File: src/hw/rtl/lptc_pkg.sv
// Shared types and constants of the LED pattern transition controller.
// No dependencies.
package lptc_pkg;

  localparam int unsigned PATTERN_COUNT_DEF = 32;

  localparam int unsigned PAT_W  = 8;
  localparam int unsigned LEN_W  = 14;
  localparam int unsigned TIME_W = 16;
  localparam int unsigned CHK_W  = 14;
  localparam int unsigned CNT_W  = 32;
  localparam int unsigned PROG_W = 8;
  localparam int unsigned DIV_W  = LEN_W + PROG_W;
  localparam int unsigned STEP_W = 3;

  localparam logic [LEN_W-1:0]  LEN_RESET       = 14'd1000;
  localparam logic [LEN_W-1:0]  LEN_MIN         = 14'd100;
  localparam logic [LEN_W-1:0]  LEN_MAX         = 14'd10000;
  localparam logic [TIME_W-1:0] RATE_LIMIT_MS   = 16'd200;
  localparam logic [TIME_W-1:0] CHECK_PERIOD_MS = 16'd10000;
  localparam logic [TIME_W-1:0] STUCK_GRACE_MS  = 16'd5000;
  localparam logic [PROG_W-1:0] FLASH_POINT     = 8'd128;
  localparam logic [PROG_W-1:0] FULL_SCALE      = 8'd255;
  localparam logic [PAT_W-1:0]  SAFE_PATTERN    = 8'd16;

  localparam logic [2:0] MODE_TICK = 3'd0;
  localparam logic [2:0] MODE_SET  = 3'd1;
  localparam logic [2:0] MODE_NEXT = 3'd2;
  localparam logic [2:0] MODE_PREV = 3'd3;
  localparam logic [2:0] MODE_SAFE = 3'd4;

  localparam logic [1:0] KIND_IMMEDIATE = 2'd0;
  localparam logic [1:0] KIND_FADE      = 2'd1;
  localparam logic [1:0] KIND_WIPE      = 2'd2;
  localparam logic [1:0] KIND_FLASH     = 2'd3;

  localparam logic [1:0] STAT_OK      = 2'd0;
  localparam logic [1:0] STAT_INVALID = 2'd1;
  localparam logic [1:0] STAT_SAME    = 2'd2;
  localparam logic [1:0] STAT_BLOCKED = 2'd3;

  localparam logic REG_TRANS_LEN = 1'b0;
  localparam logic REG_CHECKS_EN = 1'b1;

  typedef enum logic [2:0] {
    ST_IDLE,
    ST_DIV,
    ST_POST,
    ST_CHECK,
    ST_DONE
  } lptc_state_e;

endpackage

File: src/hw/rtl/lptc_if.sv
// Handshake channels of the LED pattern transition controller.
// Depends on lptc_pkg.
interface lptc_req_if;
  logic                        valid;
  logic                        ready;
  logic [2:0]                  mode;
  logic [lptc_pkg::PAT_W-1:0]  pattern_index;
  logic [1:0]                  transition_kind;
  logic                        render_busy;
  modport source (output valid, mode, pattern_index, transition_kind, render_busy,
                  input ready);
  modport sink   (input valid, mode, pattern_index, transition_kind, render_busy,
                  output ready);
endinterface

interface lptc_rsp_if;
  logic                        valid;
  logic                        ready;
  logic [1:0]                  status;
  logic [lptc_pkg::PAT_W-1:0]  active_pattern;
  logic [lptc_pkg::PAT_W-1:0]  destination_pattern;
  logic                        in_transition;
  logic [lptc_pkg::PROG_W-1:0] progress;
  logic [lptc_pkg::CNT_W-1:0]  changes_total;
  modport source (output valid, status, active_pattern, destination_pattern,
                  in_transition, progress, changes_total, input ready);
  modport sink   (input valid, status, active_pattern, destination_pattern,
                  in_transition, progress, changes_total, output ready);
endinterface

interface lptc_cfg_if;
  logic                        valid;
  logic                        ready;
  logic                        index;
  logic [lptc_pkg::LEN_W-1:0]  data;
  modport source (output valid, index, data, input ready);
  modport sink   (input valid, index, data, output ready);
endinterface

File: src/hw/rtl/led_pattern_transition_controller_unit.sv
// LED pattern transition controller, top level.
// Depends on lptc_pkg and the channel interfaces in lptc_if.sv.
//
// Keeps the active LED pattern and serves one request at a time: a 1 ms tick,
// set, next, previous or safe set, each answered by exactly one response with
// status, active and destination pattern, transition flag, progress and the
// count of completed changes. A change request passes from idle through the
// done state, which registers its response; a tick passes through the check
// state before done, and while a timed transition runs and does not end on
// that tick it first passes through the divide and post states, since
// progress = elapsed * 255 / length is formed by a compare-and-subtract unit
// that settles one quotient bit per cycle, eight quotient bits in all.
// req_i.ready is high only while the sequencer is idle; the
// response register holds a finished result while the next request is taken,
// and a full response register that stays unread holds the sequencer in its
// done state and so delays the next request.
// Configuration writes are always ready; the transition length is clamped to
// 100..10000 ms on write.
module led_pattern_transition_controller_unit #(
  parameter int unsigned PATTERN_COUNT = lptc_pkg::PATTERN_COUNT_DEF
) (
  input  logic       clk_i,
  input  logic       rst_ni,
  lptc_req_if.sink   req_i,
  lptc_rsp_if.source rsp_o,
  lptc_cfg_if.sink   cfg_i
);

  localparam logic [lptc_pkg::PAT_W-1:0] PAT_CNT = lptc_pkg::PAT_W'(PATTERN_COUNT);

  lptc_pkg::lptc_state_e state_q, state_d;

  logic [lptc_pkg::PAT_W-1:0]  cur_q, cur_d, tgt_q, tgt_d;
  logic                        busy_q, busy_d, pend_q, pend_d;
  logic [1:0]                  kind_q, kind_d;
  logic [lptc_pkg::PROG_W-1:0] prog_q, prog_d;
  logic [lptc_pkg::TIME_W-1:0] elapsed_q, elapsed_d, since_q, since_d;
  logic [lptc_pkg::CHK_W-1:0]  chk_q, chk_d;
  logic [lptc_pkg::CNT_W-1:0]  cnt_q, cnt_d;
  logic [lptc_pkg::LEN_W-1:0]  len_q, len_d;
  logic                        chken_q, chken_d;
  logic [1:0]                  status_q, status_d;

  // Divider working registers.
  logic [lptc_pkg::DIV_W-1:0]  rem_q, rem_d;
  logic [lptc_pkg::PROG_W-1:0] quo_q, quo_d;
  logic [lptc_pkg::STEP_W-1:0] step_q, step_d;

  // Response register.
  logic                        out_valid_q, out_valid_d;
  logic [1:0]                  out_status_q, out_status_d;
  logic [lptc_pkg::PAT_W-1:0]  out_active_q, out_active_d, out_dest_q, out_dest_d;
  logic                        out_trans_q, out_trans_d;
  logic [lptc_pkg::PROG_W-1:0] out_prog_q, out_prog_d;
  logic [lptc_pkg::CNT_W-1:0]  out_cnt_q, out_cnt_d;

  logic req_fire, rsp_fire, cfg_fire;

  assign req_i.ready = (state_q == lptc_pkg::ST_IDLE);
  assign req_fire    = req_i.valid && req_i.ready;
  assign rsp_fire    = rsp_o.valid && rsp_o.ready;
  assign cfg_i.ready = 1'b1;
  assign cfg_fire    = cfg_i.valid;

  assign rsp_o.valid               = out_valid_q;
  assign rsp_o.status              = out_status_q;
  assign rsp_o.active_pattern      = out_active_q;
  assign rsp_o.destination_pattern = out_dest_q;
  assign rsp_o.in_transition       = out_trans_q;
  assign rsp_o.progress            = out_prog_q;
  assign rsp_o.changes_total       = out_cnt_q;

  // Configuration: clamp the length into its legal window.
  always_comb begin
    len_d   = len_q;
    chken_d = chken_q;
    if (cfg_fire) begin
      case (cfg_i.index)
        lptc_pkg::REG_TRANS_LEN: begin
          if (cfg_i.data < lptc_pkg::LEN_MIN) begin
            len_d = lptc_pkg::LEN_MIN;
          end else if (cfg_i.data > lptc_pkg::LEN_MAX) begin
            len_d = lptc_pkg::LEN_MAX;
          end else begin
            len_d = cfg_i.data;
          end
        end
        lptc_pkg::REG_CHECKS_EN: chken_d = cfg_i.data[0];
        default: ;
      endcase
    end
  end

  // Request decode: the pattern a request names and its transition kind.
  logic [lptc_pkg::PAT_W-1:0] next_pat, req_idx;
  logic [1:0]                 req_kind;
  logic                       req_is_change;

  always_comb begin
    next_pat = cur_q + 8'd1;
    if (next_pat >= PAT_CNT) begin
      next_pat = 8'd1;
    end
    req_idx       = req_i.pattern_index;
    req_kind      = req_i.transition_kind;
    req_is_change = 1'b1;
    case (req_i.mode)
      lptc_pkg::MODE_SET: ;
      lptc_pkg::MODE_NEXT: begin
        req_idx  = next_pat;
        req_kind = lptc_pkg::KIND_FADE;
      end
      lptc_pkg::MODE_PREV: begin
        req_idx  = (cur_q <= 8'd1) ? (PAT_CNT - 8'd1) : (cur_q - 8'd1);
        req_kind = lptc_pkg::KIND_FADE;
      end
      lptc_pkg::MODE_SAFE: req_kind = lptc_pkg::KIND_IMMEDIATE;
      default: req_is_change = 1'b0;
    endcase
  end

  // Tick counters, saturating.
  logic [lptc_pkg::TIME_W-1:0] elapsed_inc, since_inc;
  logic [lptc_pkg::CHK_W-1:0]  chk_inc;
  logic [lptc_pkg::DIV_W-1:0]  dividend;

  assign elapsed_inc = (elapsed_q == '1) ? elapsed_q : elapsed_q + 16'd1;
  assign since_inc   = (since_q == '1) ? since_q : since_q + 16'd1;
  assign chk_inc     = (chk_q == '1) ? chk_q : chk_q + 14'd1;
  // Only used while elapsed is below the length, so 14 bits hold it.
  assign dividend    = lptc_pkg::DIV_W'(elapsed_inc[lptc_pkg::LEN_W-1:0])
                       * lptc_pkg::DIV_W'(lptc_pkg::FULL_SCALE);

  // Compare-and-subtract unit: length shifted to the current quotient bit.
  logic [lptc_pkg::DIV_W-1:0] div_sub;
  logic                       div_ge;

  assign div_sub = lptc_pkg::DIV_W'(len_q) << step_q;
  assign div_ge  = (rem_q >= div_sub);

  // Stuck-state check working values.
  logic [lptc_pkg::PAT_W-1:0]  v_cur;
  logic                        v_busy, v_pend;
  logic [lptc_pkg::PROG_W-1:0] v_prog;
  logic [lptc_pkg::TIME_W-1:0] v_since;
  logic [lptc_pkg::CNT_W-1:0]  v_cnt;
  logic [lptc_pkg::TIME_W-1:0] stuck_limit;

  assign stuck_limit = lptc_pkg::TIME_W'(len_q) + lptc_pkg::STUCK_GRACE_MS;

  always_comb begin
    state_d   = state_q;
    cur_d     = cur_q;
    tgt_d     = tgt_q;
    busy_d    = busy_q;
    pend_d    = pend_q;
    kind_d    = kind_q;
    prog_d    = prog_q;
    elapsed_d = elapsed_q;
    since_d   = since_q;
    chk_d     = chk_q;
    cnt_d     = cnt_q;
    status_d  = status_q;
    rem_d     = rem_q;
    quo_d     = quo_q;
    step_d    = step_q;

    v_cur   = cur_q;
    v_busy  = busy_q;
    v_pend  = pend_q;
    v_prog  = prog_q;
    v_since = since_q;
    v_cnt   = cnt_q;

    out_valid_d  = out_valid_q && !rsp_fire;
    out_status_d = out_status_q;
    out_active_d = out_active_q;
    out_dest_d   = out_dest_q;
    out_trans_d  = out_trans_q;
    out_prog_d   = out_prog_q;
    out_cnt_d    = out_cnt_q;

    case (state_q)
      lptc_pkg::ST_IDLE: begin
        if (req_fire) begin
          status_d = lptc_pkg::STAT_OK;
          state_d  = lptc_pkg::ST_DONE;
          if (req_i.mode == lptc_pkg::MODE_TICK) begin
            // Advance counters, then finish or start the progress divide.
            elapsed_d = elapsed_inc;
            since_d   = since_inc;
            chk_d     = chk_inc;
            state_d   = lptc_pkg::ST_CHECK;
            if (busy_q) begin
              if (elapsed_inc >= lptc_pkg::TIME_W'(len_q)) begin
                cur_d   = tgt_q;
                busy_d  = 1'b0;
                pend_d  = 1'b0;
                prog_d  = '0;
                since_d = '0;
                cnt_d   = cnt_q + 32'd1;
              end else begin
                rem_d   = dividend;
                quo_d   = '0;
                step_d  = '1;
                state_d = lptc_pkg::ST_DIV;
              end
            end
          end else if (req_is_change) begin
            if (req_idx >= PAT_CNT) begin
              status_d = lptc_pkg::STAT_INVALID;
            end else if (req_i.mode == lptc_pkg::MODE_SAFE && req_i.render_busy) begin
              status_d = lptc_pkg::STAT_BLOCKED;
            end else if (req_idx == cur_q && !busy_q) begin
              status_d = lptc_pkg::STAT_SAME;
            end else if (pend_q || since_q < lptc_pkg::RATE_LIMIT_MS) begin
              status_d = lptc_pkg::STAT_BLOCKED;
            end else if (req_kind == lptc_pkg::KIND_IMMEDIATE) begin
              cur_d   = req_idx;
              since_d = '0;
              cnt_d   = cnt_q + 32'd1;
            end else begin
              tgt_d     = req_idx;
              kind_d    = req_kind;
              busy_d    = 1'b1;
              pend_d    = 1'b1;
              elapsed_d = '0;
              prog_d    = '0;
            end
          end
        end
      end

      lptc_pkg::ST_DIV: begin
        // Settle one quotient bit per cycle, most significant first.
        if (div_ge) begin
          rem_d         = rem_q - div_sub;
          quo_d[step_q] = 1'b1;
        end
        step_d = step_q - 3'd1;
        if (step_q == '0) begin
          state_d = lptc_pkg::ST_POST;
        end
      end

      lptc_pkg::ST_POST: begin
        prog_d = quo_q;
        if (kind_q == lptc_pkg::KIND_FLASH) begin
          if (quo_q >= lptc_pkg::FLASH_POINT && cur_q != tgt_q) begin
            cur_d = tgt_q;
          end
        end else if (kind_q == lptc_pkg::KIND_IMMEDIATE) begin
          cur_d  = tgt_q;
          busy_d = 1'b0;
          pend_d = 1'b0;
        end
        state_d = lptc_pkg::ST_CHECK;
      end

      lptc_pkg::ST_CHECK: begin
        if (chken_q && lptc_pkg::TIME_W'(chk_q) > lptc_pkg::CHECK_PERIOD_MS) begin
          chk_d = '0;
          if (v_cur >= PAT_CNT) begin
            v_cur = lptc_pkg::SAFE_PATTERN;
          end
          if (v_busy && elapsed_q > stuck_limit) begin
            v_cur   = tgt_q;
            v_busy  = 1'b0;
            v_pend  = 1'b0;
            v_prog  = '0;
            v_since = '0;
            v_cnt   = cnt_q + 32'd1;
          end
          if (v_pend && v_since > lptc_pkg::CHECK_PERIOD_MS) begin
            v_pend = 1'b0;
          end
          cur_d   = v_cur;
          busy_d  = v_busy;
          pend_d  = v_pend;
          prog_d  = v_prog;
          since_d = v_since;
          cnt_d   = v_cnt;
        end
        state_d = lptc_pkg::ST_DONE;
      end

      lptc_pkg::ST_DONE: begin
        // Hold until the response register is free, then publish.
        if (!out_valid_q || rsp_fire) begin
          out_valid_d  = 1'b1;
          out_status_d = status_q;
          out_active_d = cur_q;
          out_dest_d   = tgt_q;
          out_trans_d  = busy_q;
          out_prog_d   = prog_q;
          out_cnt_d    = cnt_q;
          state_d      = lptc_pkg::ST_IDLE;
        end
      end

      default: state_d = lptc_pkg::ST_IDLE;
    endcase
  end

  always_ff @(posedge clk_i or negedge rst_ni) begin
    if (!rst_ni) begin
      state_q     <= lptc_pkg::ST_IDLE;
      cur_q       <= lptc_pkg::SAFE_PATTERN;
      tgt_q       <= '0;
      busy_q      <= 1'b0;
      pend_q      <= 1'b0;
      kind_q      <= lptc_pkg::KIND_FADE;
      prog_q      <= '0;
      elapsed_q   <= '0;
      since_q     <= '0;
      chk_q       <= '0;
      cnt_q       <= '0;
      len_q       <= lptc_pkg::LEN_RESET;
      chken_q     <= 1'b1;
      out_valid_q <= 1'b0;
    end else begin
      state_q     <= state_d;
      cur_q       <= cur_d;
      tgt_q       <= tgt_d;
      busy_q      <= busy_d;
      pend_q      <= pend_d;
      kind_q      <= kind_d;
      prog_q      <= prog_d;
      elapsed_q   <= elapsed_d;
      since_q     <= since_d;
      chk_q       <= chk_d;
      cnt_q       <= cnt_d;
      len_q       <= len_d;
      chken_q     <= chken_d;
      out_valid_q <= out_valid_d;
    end
  end

  // Payload and working registers, no reset needed.
  always_ff @(posedge clk_i) begin
    status_q     <= status_d;
    rem_q        <= rem_d;
    quo_q        <= quo_d;
    step_q       <= step_d;
    out_status_q <= out_status_d;
    out_active_q <= out_active_d;
    out_dest_q   <= out_dest_d;
    out_trans_q  <= out_trans_d;
    out_prog_q   <= out_prog_d;
    out_cnt_q    <= out_cnt_d;
  end

endmodule

File: src/flat_wrapper.sv
// flat-port wrapper written by rule: the top's interface ports become plain ports
module led_pattern_transition_controller_unit_flat 
#(
  parameter int unsigned PATTERN_COUNT = lptc_pkg::PATTERN_COUNT_DEF
)
  (clk_i, rst_ni, req_i_valid, req_i_mode, req_i_pattern_index, req_i_transition_kind, req_i_render_busy, req_i_ready, rsp_o_valid, rsp_o_status, rsp_o_active_pattern, rsp_o_destination_pattern, rsp_o_in_transition, rsp_o_progress, rsp_o_changes_total, rsp_o_ready, cfg_i_valid, cfg_i_index, cfg_i_data, cfg_i_ready);
  lptc_req_if req_i_i ();
  lptc_rsp_if rsp_o_i ();
  lptc_cfg_if cfg_i_i ();
  input  logic clk_i;
  input  logic rst_ni;
  input wire logic [$bits(req_i_i.valid)-1:0] req_i_valid;
  input wire logic [$bits(req_i_i.mode)-1:0] req_i_mode;
  input wire logic [$bits(req_i_i.pattern_index)-1:0] req_i_pattern_index;
  input wire logic [$bits(req_i_i.transition_kind)-1:0] req_i_transition_kind;
  input wire logic [$bits(req_i_i.render_busy)-1:0] req_i_render_busy;
  output wire logic [$bits(req_i_i.ready)-1:0] req_i_ready;
  output wire logic [$bits(rsp_o_i.valid)-1:0] rsp_o_valid;
  output wire logic [$bits(rsp_o_i.status)-1:0] rsp_o_status;
  output wire logic [$bits(rsp_o_i.active_pattern)-1:0] rsp_o_active_pattern;
  output wire logic [$bits(rsp_o_i.destination_pattern)-1:0] rsp_o_destination_pattern;
  output wire logic [$bits(rsp_o_i.in_transition)-1:0] rsp_o_in_transition;
  output wire logic [$bits(rsp_o_i.progress)-1:0] rsp_o_progress;
  output wire logic [$bits(rsp_o_i.changes_total)-1:0] rsp_o_changes_total;
  input wire logic [$bits(rsp_o_i.ready)-1:0] rsp_o_ready;
  input wire logic [$bits(cfg_i_i.valid)-1:0] cfg_i_valid;
  input wire logic [$bits(cfg_i_i.index)-1:0] cfg_i_index;
  input wire logic [$bits(cfg_i_i.data)-1:0] cfg_i_data;
  output wire logic [$bits(cfg_i_i.ready)-1:0] cfg_i_ready;
  assign req_i_i.valid = req_i_valid;
  assign req_i_i.mode = req_i_mode;
  assign req_i_i.pattern_index = req_i_pattern_index;
  assign req_i_i.transition_kind = req_i_transition_kind;
  assign req_i_i.render_busy = req_i_render_busy;
  assign req_i_ready = req_i_i.ready;
  assign rsp_o_valid = rsp_o_i.valid;
  assign rsp_o_status = rsp_o_i.status;
  assign rsp_o_active_pattern = rsp_o_i.active_pattern;
  assign rsp_o_destination_pattern = rsp_o_i.destination_pattern;
  assign rsp_o_in_transition = rsp_o_i.in_transition;
  assign rsp_o_progress = rsp_o_i.progress;
  assign rsp_o_changes_total = rsp_o_i.changes_total;
  assign rsp_o_i.ready = rsp_o_ready;
  assign cfg_i_i.valid = cfg_i_valid;
  assign cfg_i_i.index = cfg_i_index;
  assign cfg_i_i.data = cfg_i_data;
  assign cfg_i_ready = cfg_i_i.ready;
  led_pattern_transition_controller_unit #(.PATTERN_COUNT(PATTERN_COUNT)) u_core (.clk_i(clk_i), .rst_ni(rst_ni), .req_i(req_i_i), .rsp_o(rsp_o_i), .cfg_i(cfg_i_i));
endmodule
File: config.mk
export PLATFORM = sky130hd
export DESIGN_NAME = led_pattern_transition_controller_unit_flat
export DESIGN_NICKNAME = d
export VERILOG_FILES = /design/src/hw/rtl/lptc_pkg.sv /design/src/hw/rtl/lptc_if.sv /design/src/hw/rtl/led_pattern_transition_controller_unit.sv /design/src/flat_wrapper.sv
export SDC_FILE = /design/constraint.sdc
export NUM_CORES = 1
export LEC_CHECK = 0
export BUFFER_PORTS_ARGS = -buffer_cell sky130_fd_sc_hd__buf_2
export CORE_ASPECT_RATIO = 1.75
export CORE_MARGIN = 4
export CORE_UTILIZATION = 48
export DETAILED_ROUTE_END_ITERATION = 16
export HOLD_SLACK_MARGIN = 0.15
export PLACE_DENSITY_LB_ADDON = 0.2
export SKIP_LAST_GASP = 1
export SLEW_MARGIN = 20
export SYNTH_ARGS = -nofsm -noshare
export SYNTH_HDL_FRONTEND = slang
export SYNTH_SLANG_ARGS = --single-unit
File: constraint.sdc
create_clock -name clk_i -period 19.65 [get_ports clk_i]
set_input_delay 0.9825 -clock clk_i [delete_from_list [all_inputs] [get_ports clk_i]]
set_output_delay 0.9825 -clock clk_i [all_outputs]
set_load 0.03 [all_outputs]
# Word level (Yosys, flattened, before mapping)
# Cells that the tools add are included.
[classes]
muxes = 136
reduce_logical = 44
multipliers = 1
n_addsub = 9
n_eq_ne = 43
magnitude_cmp = 15
shifts = 1
bitwise_logic = 9
[op_table]
columns = ["operator", "n"]
rows = [
  ["$mux 32", 12],
  ["$mux 16", 23],
  ["$mux 8", 35],
  ["$mux 22", 5],
  ["$mux 14", 6],
  ["$pmux 32 s2", 1],
  ["$pmux 8 s3", 2],
  ["$pmux 22 s2", 1],
  ["$reduce_and 12->1", 3],
  ["$add 16x1->16 const B", 2],
  ["$add 32x1->32 const B", 1],
  ["$eq 16x16->1 const B", 2],
  ["$pmux 16 s2", 1],
  ["$pmux 8 s2", 2],
  ["$ne 3x3->1 const B", 10],
  ["$gt 14x14->1 const B", 2],
  ["$mux 1", 28],
  ["$pmux 14 s2", 1],
  ["$mux 3", 9],
  ["$ge 8x6->1 const B", 3],
  ["$ge 22x22->1", 1],
  ["$mul 14x8->22 const B", 1],
  ["$ne 2x1->1 const B", 11],
  ["$shl 14x3->22", 1],
  ["50 further kinds", 95],
]
[word_totals]
reg_bits = 219
word_cells = 283
in_bits = 34
output_inout_bits = 62

# Longest topological paths before layout
[logic_depth]
word_depth = 13
mapped_depth = 26
ltp_nobuf = 26

# Worst setup path after synthesis
# Ideal clock, no wire load.
[synth_path]
path_type = "register to register"
from = "register u_core.elapsed_q[1] (netlist bit)"
to = "register u_core.quo_q[0] (netlist bit) (enable)"
setup_ns = 0.463
path_stages_with_launch = 17
t_arrival_ns = 6.218
slack_ns = 12.968
required_time_ns = 19.187
period_less_slack_ns = 6.682
n_path_buf = 0
path_cell_list = "dfrtp_1 > ha_1 > nand4_1 > nor4_4 > nor2_1 > and4_2 > xnor2_1 > inv_1 > ha_1 > a21o_1 > a211oi_1 > o311ai_0 > o31a_1 > a211oi_2 > a41oi_1 > nor3_1 > a21boi_0"
[synth_via]
elab_chain_len = 5
elab_cells_between_ends = 6
cone_classes = "1 x add/sub; 1 x order compare; 2 x eq/ne; 1 x mux; 1 x reduce/logical"
[synth_rtl]
columns = ["element", "line", "source"]
rows = [
  ["start: declaration", "led_pattern_transition_controller_unit.sv:37", "logic [lptc_pkg::TIME_W-1:0] elapsed_q, elapsed_d, since_q, since_d;"],
  ["start signal: assignment", "led_pattern_transition_controller_unit.sv:329", "elapsed_q <= elapsed_d;"],
  ["$add 16x1->16 or $eq 16x16->1 (tied branches)", "led_pattern_transition_controller_unit.sv:127", "assign elapsed_inc = (elapsed_q == '1) ? elapsed_q : elapsed_q + 16'd1;"],
  ["$mux 16 *", "led_pattern_transition_controller_unit.sv:127", ""],
  ["$ge 16x14->1 *", "led_pattern_transition_controller_unit.sv:195", "if (elapsed_inc >= lptc_pkg::TIME_W'(len_q)) begin"],
  ["$ne 2x2->1 (no line) *", "-", ""],
  ["$reduce_and 6->1 (no line) *", "-", ""],
  ["end signal: assignment", "led_pattern_transition_controller_unit.sv:343", "quo_q <= quo_d;"],
  ["end: declaration", "led_pattern_transition_controller_unit.sv:46", "logic [lptc_pkg::PROG_W-1:0] quo_q, quo_d;"],
]
# Mark *: on every way between the ends. The rest lies on a longest branch, timed or not.
# A chain may end at the register's enable or synchronous reset.

# Worst setup path after layout
[layout_path]
from = "register u_core.elapsed_q[5] (netlist bit)"
to = "register u_core.rem_q[20] (netlist bit) (data pin)"
[layout_via]
elab_chain_len = 8
elab_cells_between_ends = 9
cone_classes = "1 x add/sub; 1 x mul; 1 x eq/ne; 6 x mux"
[layout_rtl]
columns = ["element", "line", "source"]
rows = [
  ["$add 16x1->16 or $eq 16x16->1 (tied branches)", "led_pattern_transition_controller_unit.sv:127", ""],
  ["$mux 16 *", "led_pattern_transition_controller_unit.sv:127", ""],
  ["$mul 14x8->22 *", "led_pattern_transition_controller_unit.sv:132", "* lptc_pkg::DIV_W'(lptc_pkg::FULL_SCALE);"],
  ["$mux 22 *", "led_pattern_transition_controller_unit.sv:195", ""],
  ["$mux 22 *", "led_pattern_transition_controller_unit.sv:194", "if (busy_q) begin"],
  ["$mux 22 *", "led_pattern_transition_controller_unit.sv:188", "if (req_i.mode == lptc_pkg::MODE_TICK) begin"],
  ["$mux 22 *", "led_pattern_transition_controller_unit.sv:185", "if (req_fire) begin"],
  ["$pmux 22 s2 *", "led_pattern_transition_controller_unit.sv:183", "case (state_q)"],
  ["net u_core.rem_d (one bit)", "led_pattern_transition_controller_unit.sv:45", "logic [lptc_pkg::DIV_W-1:0] rem_q, rem_d;"],
  ["end signal: assignment", "led_pattern_transition_controller_unit.sv:342", "rem_q <= rem_d;"],
  ["end: declaration", "led_pattern_transition_controller_unit.sv:45", ""],
]
# Mark *: on every way through the listed nets, which the timed path passes. The rest lies on a longest branch. The select of a mux whose other input is x is not followed.

==> impl_results.md <==
* Status: complete, no violations
* Root buf cell: clkbuf_16
* Top FF cell, synth: dfrtp_1
* Initial antenna violation count at 0
* Die height at 249.3 µm
* Tmin final at 7274 ps
* Pre-CTS WS at 12,400 ps
* Pre-Repair DR Iteration Count at 5
* Area Overhead vs Synth at 9.494%
* Pins Over Slew Limit at 0
* Die width at 145.9 µm
* Number of flops mapped to enable cells by yosys at 94
* Cell Pwr Density at 151.8 mW/mm²
* Largest delay share family, worst path: adder cells
* Initial Utilization at 0.4852
* Crit. End Element: flop
* CTS sink count at 219
* Drt drc at 0
* CP max stage cell: dfrtp_1
* RSZ-0062 raised after global routing: false
* Ys async rst share at 0.5708
* Final setup fails at 0
* Period utilisation layout at 0.3702
* Area contributors post-synth: dfrtp_1 (18%), edfxtp_1 (18%), ha_1 (8.0%)
* DPL Wire Length at 32,530 µm
* Critical Path, Cell by Cell: nand4_1 > nor4_4 > nor2_1 > nand2_1 > xor2_1 > fa_1 > fa_1 > inv_1 > fa_1 > inv_1 > fa_1 > inv_1 > ha_1 > a21o_1 > a21o_1 > and2_1 > or3_1 > o211a_1 > a311o_1 > o31ai_1 > xor2_1 > mux2i_1
* Worst path bufs/invs at 3
* CP max stage delay at 620 ps
* Post-CTS Resized at 0
* Fmax at 0.1375 GHz
* Worst Clk Skew at 25.72 ps
* Critical Path Fanout Max at 12
* Mapped Nets at 1,850
* Avg Inst Size Synth at 9.634 µm²
* CP Class: flop to flop
* Fillcell total at 3,006
* Peak supply drop at 0.1408 mV
* First-pass GRT wire length at 67,250 µm
* CTS hold repair buffers at 0
* Core ar. at 0.03292 mm²
* Post-Route Utilization at 0.5312
* Layout Nets at 1,912
* Lkg Pwr at 8.177 nW
* Total track usage at 0.2290
* Synth top area share at 0.1817
* Vias in the first global route at 12,940
* Mapped Cells at 1,658
* Vias at 12,670
* Remaining Overflow, GRT at 0
* Synth cell count leaders: inv_1 (155), nand2_1 (127), dfrtp_1 (116), nor2_1 (110), ha_1 (102)
* Max_slew headroom at 0.2991
* Slew of the pin with the lowest slew margin at 1051 ps
* Clock transition at path regs at 70 ps
* CTS Buffer Depth at 3
* Synthesized area at 0.01597 mm²
* Max-capacitance violation count at 0
* Count leader, synth: inv_1
* Number of synthesized register bits at 219
* Setup TNS at 0 ps
* Largest net degree at the start of global routing at 80
* Routability congestion estimate at 0.9217
* ANT nets after route at 0
* Area after DPL at 0.01677 mm²
* CP startpoint kind: flop
* Crit-path most repeated cell: fa_1
* Port bufs at 94
* DR WL/cell at 19.67 µm
* H-tree Lvls at 1
* Min-delay worst type: flop to flop
* Die area at 0.03637 mm²
* FP Rows at 88
* Routed wire length at 42,150 µm
* CP required at 19,920 ps
* Ports at 96
* Later-pin clock latency in the skew report at 550 ps
* Postcts setup bufs at 0
* Fin. Hold Viols at 0
* Ratio of cells with drive above 1 in the final layout at 0.1157
* Yosys top cell by area: dfrtp_1
* Register area share after synthesis at 0.3733
* Netlist cell types at 85
* Starting DRC count in detailed routing at 662
* Crit path setup slack, layout at 12,380 ps
* Worst EP arrival at 7550 ps
* Via/cell ratio at 5.913
* Post-layout instance area at 0.01749 mm²
* Synth warn at 0
* Clock buffer count from CTS at 23
* CTS tree: built
[layer usage]
metal	wire length, µm	global-route usage	vias up	part of all wire
met4	3260	0.1600	0	0.077
met5	0	0	-	0
met2	22350	0.4254	294	0.53
met3	1344	0.02111	118	0.032
met1	15190	0.2398	6208	0.36
li1	-	-	6051	-
[registers in the layout, indices dropped and copies added, names as in the netlist, 2 cells and up]
signal                            flops
u_core.step_q                         3
u_core.status_q                       2
u_core.len_q                         14
u_core.elapsed_q                     16
u_core.rsp_o.changes_total           32
u_core.tgt_q                          8
u_core.rem_q                         22
u_core.rsp_o.destination_pattern      8
u_core.rsp_o.status                   2
u_core.since_q                       16
u_core.quo_q                          8
u_core.chk_q                         14
u_core.state_q                        3
u_core.kind_q                         2
u_core.cnt_q                         32
u_core.rsp_o.progress                 8
u_core.prog_q                         8
u_core.cur_q                          8
u_core.rsp_o.active_pattern           8
[cell type report]
cell class / instances / area [µm²] / area share
tap: 405 / 506.7 / 0.02897
multi-input combinational: 1213 / 9158 / 0.5236
timing repair buffer: 105 / 559.3 / 0.03198
sequential: 219 / 5962 / 0.3409
clock buffer: 29 / 608.1 / 0.03477
antenna: 1 / 2.502 / 0.0001431
clock inverter: 13 / 100.1 / 0.005723
inverter: 158 / 593.1 / 0.03391
[metrics by stage]
stage / hold WS (ps) / instances / total power [mW]
after detailed placement: 406.2 / 2100 / 2.242
after global placement: 405.2 / 2100 / 2.223
after floorplan: 400.3 / 1658 / 1.825
final: 419.2 / 2143 / 2.655
after global routing: 421.6 / 2142 / 2.864
after CTS: 421.1 / 2142 / 2.669
[placed cells by master, fill, tap and decap left out, drive strengths merged, types with 39 or more instances in the layout]
cell type / Yosys / layout
edfxtp: 94 / 94
inv: 155 / 158
ha: 102 / 102
buf: 17 / 105
nor2: 110 / 110
xnor2: 51 / 51
xor2: 65 / 65
nor3: 39 / 39
fa: 56 / 56
dfrtp: 116 / 116
a21oi: 91 / 91
o21ai: 69 / 69
nand2: 127 / 127
nand3: 52 / 52
[cell families (layout without fill, tap and decap cells)]
group	after synthesis	after routing	share of synthesized area
XOR/XNOR	117	117	0.06502
adder cells (fa/ha/maj)	161	161	0.1520
multiplexers	52	52	0.03658
other	1	2	0.0002348
buffers and inverters	226	305	0.05436
AO/OA/AOI/OAI	362	362	0.1525
AND/OR/NAND/NOR	520	520	0.1660
flip-flops	219	219	0.3733
[where the power goes]
part	internal, mW	switching, mW
sequential	0.633	0.104
clock	0.224	0.193
combinational	0.568	0.933
total	1.43	1.23
[worst paths after layout]
check	startpoint	end	slack, ps	cells past startpoint
worst min-delay path	u_core.status_q[0]	u_core.rsp_o.status[0]	420	0
min in group asynchronous	rst_ni	u_core.elapsed_q[2]	490	1
worst max-delay path	u_core.elapsed_q[5]	u_core.rem_q[20]	12380	22
max in group asynchronous	rst_ni	u_core.cnt_q[13]	17990	2
worst max register to register	u_core.elapsed_q[5]	u_core.rem_q[20]	12380	22
worst min register to register	u_core.status_q[0]	u_core.rsp_o.status[0]	420	0
Note: power is estimated with default switching activity, not from simulation.
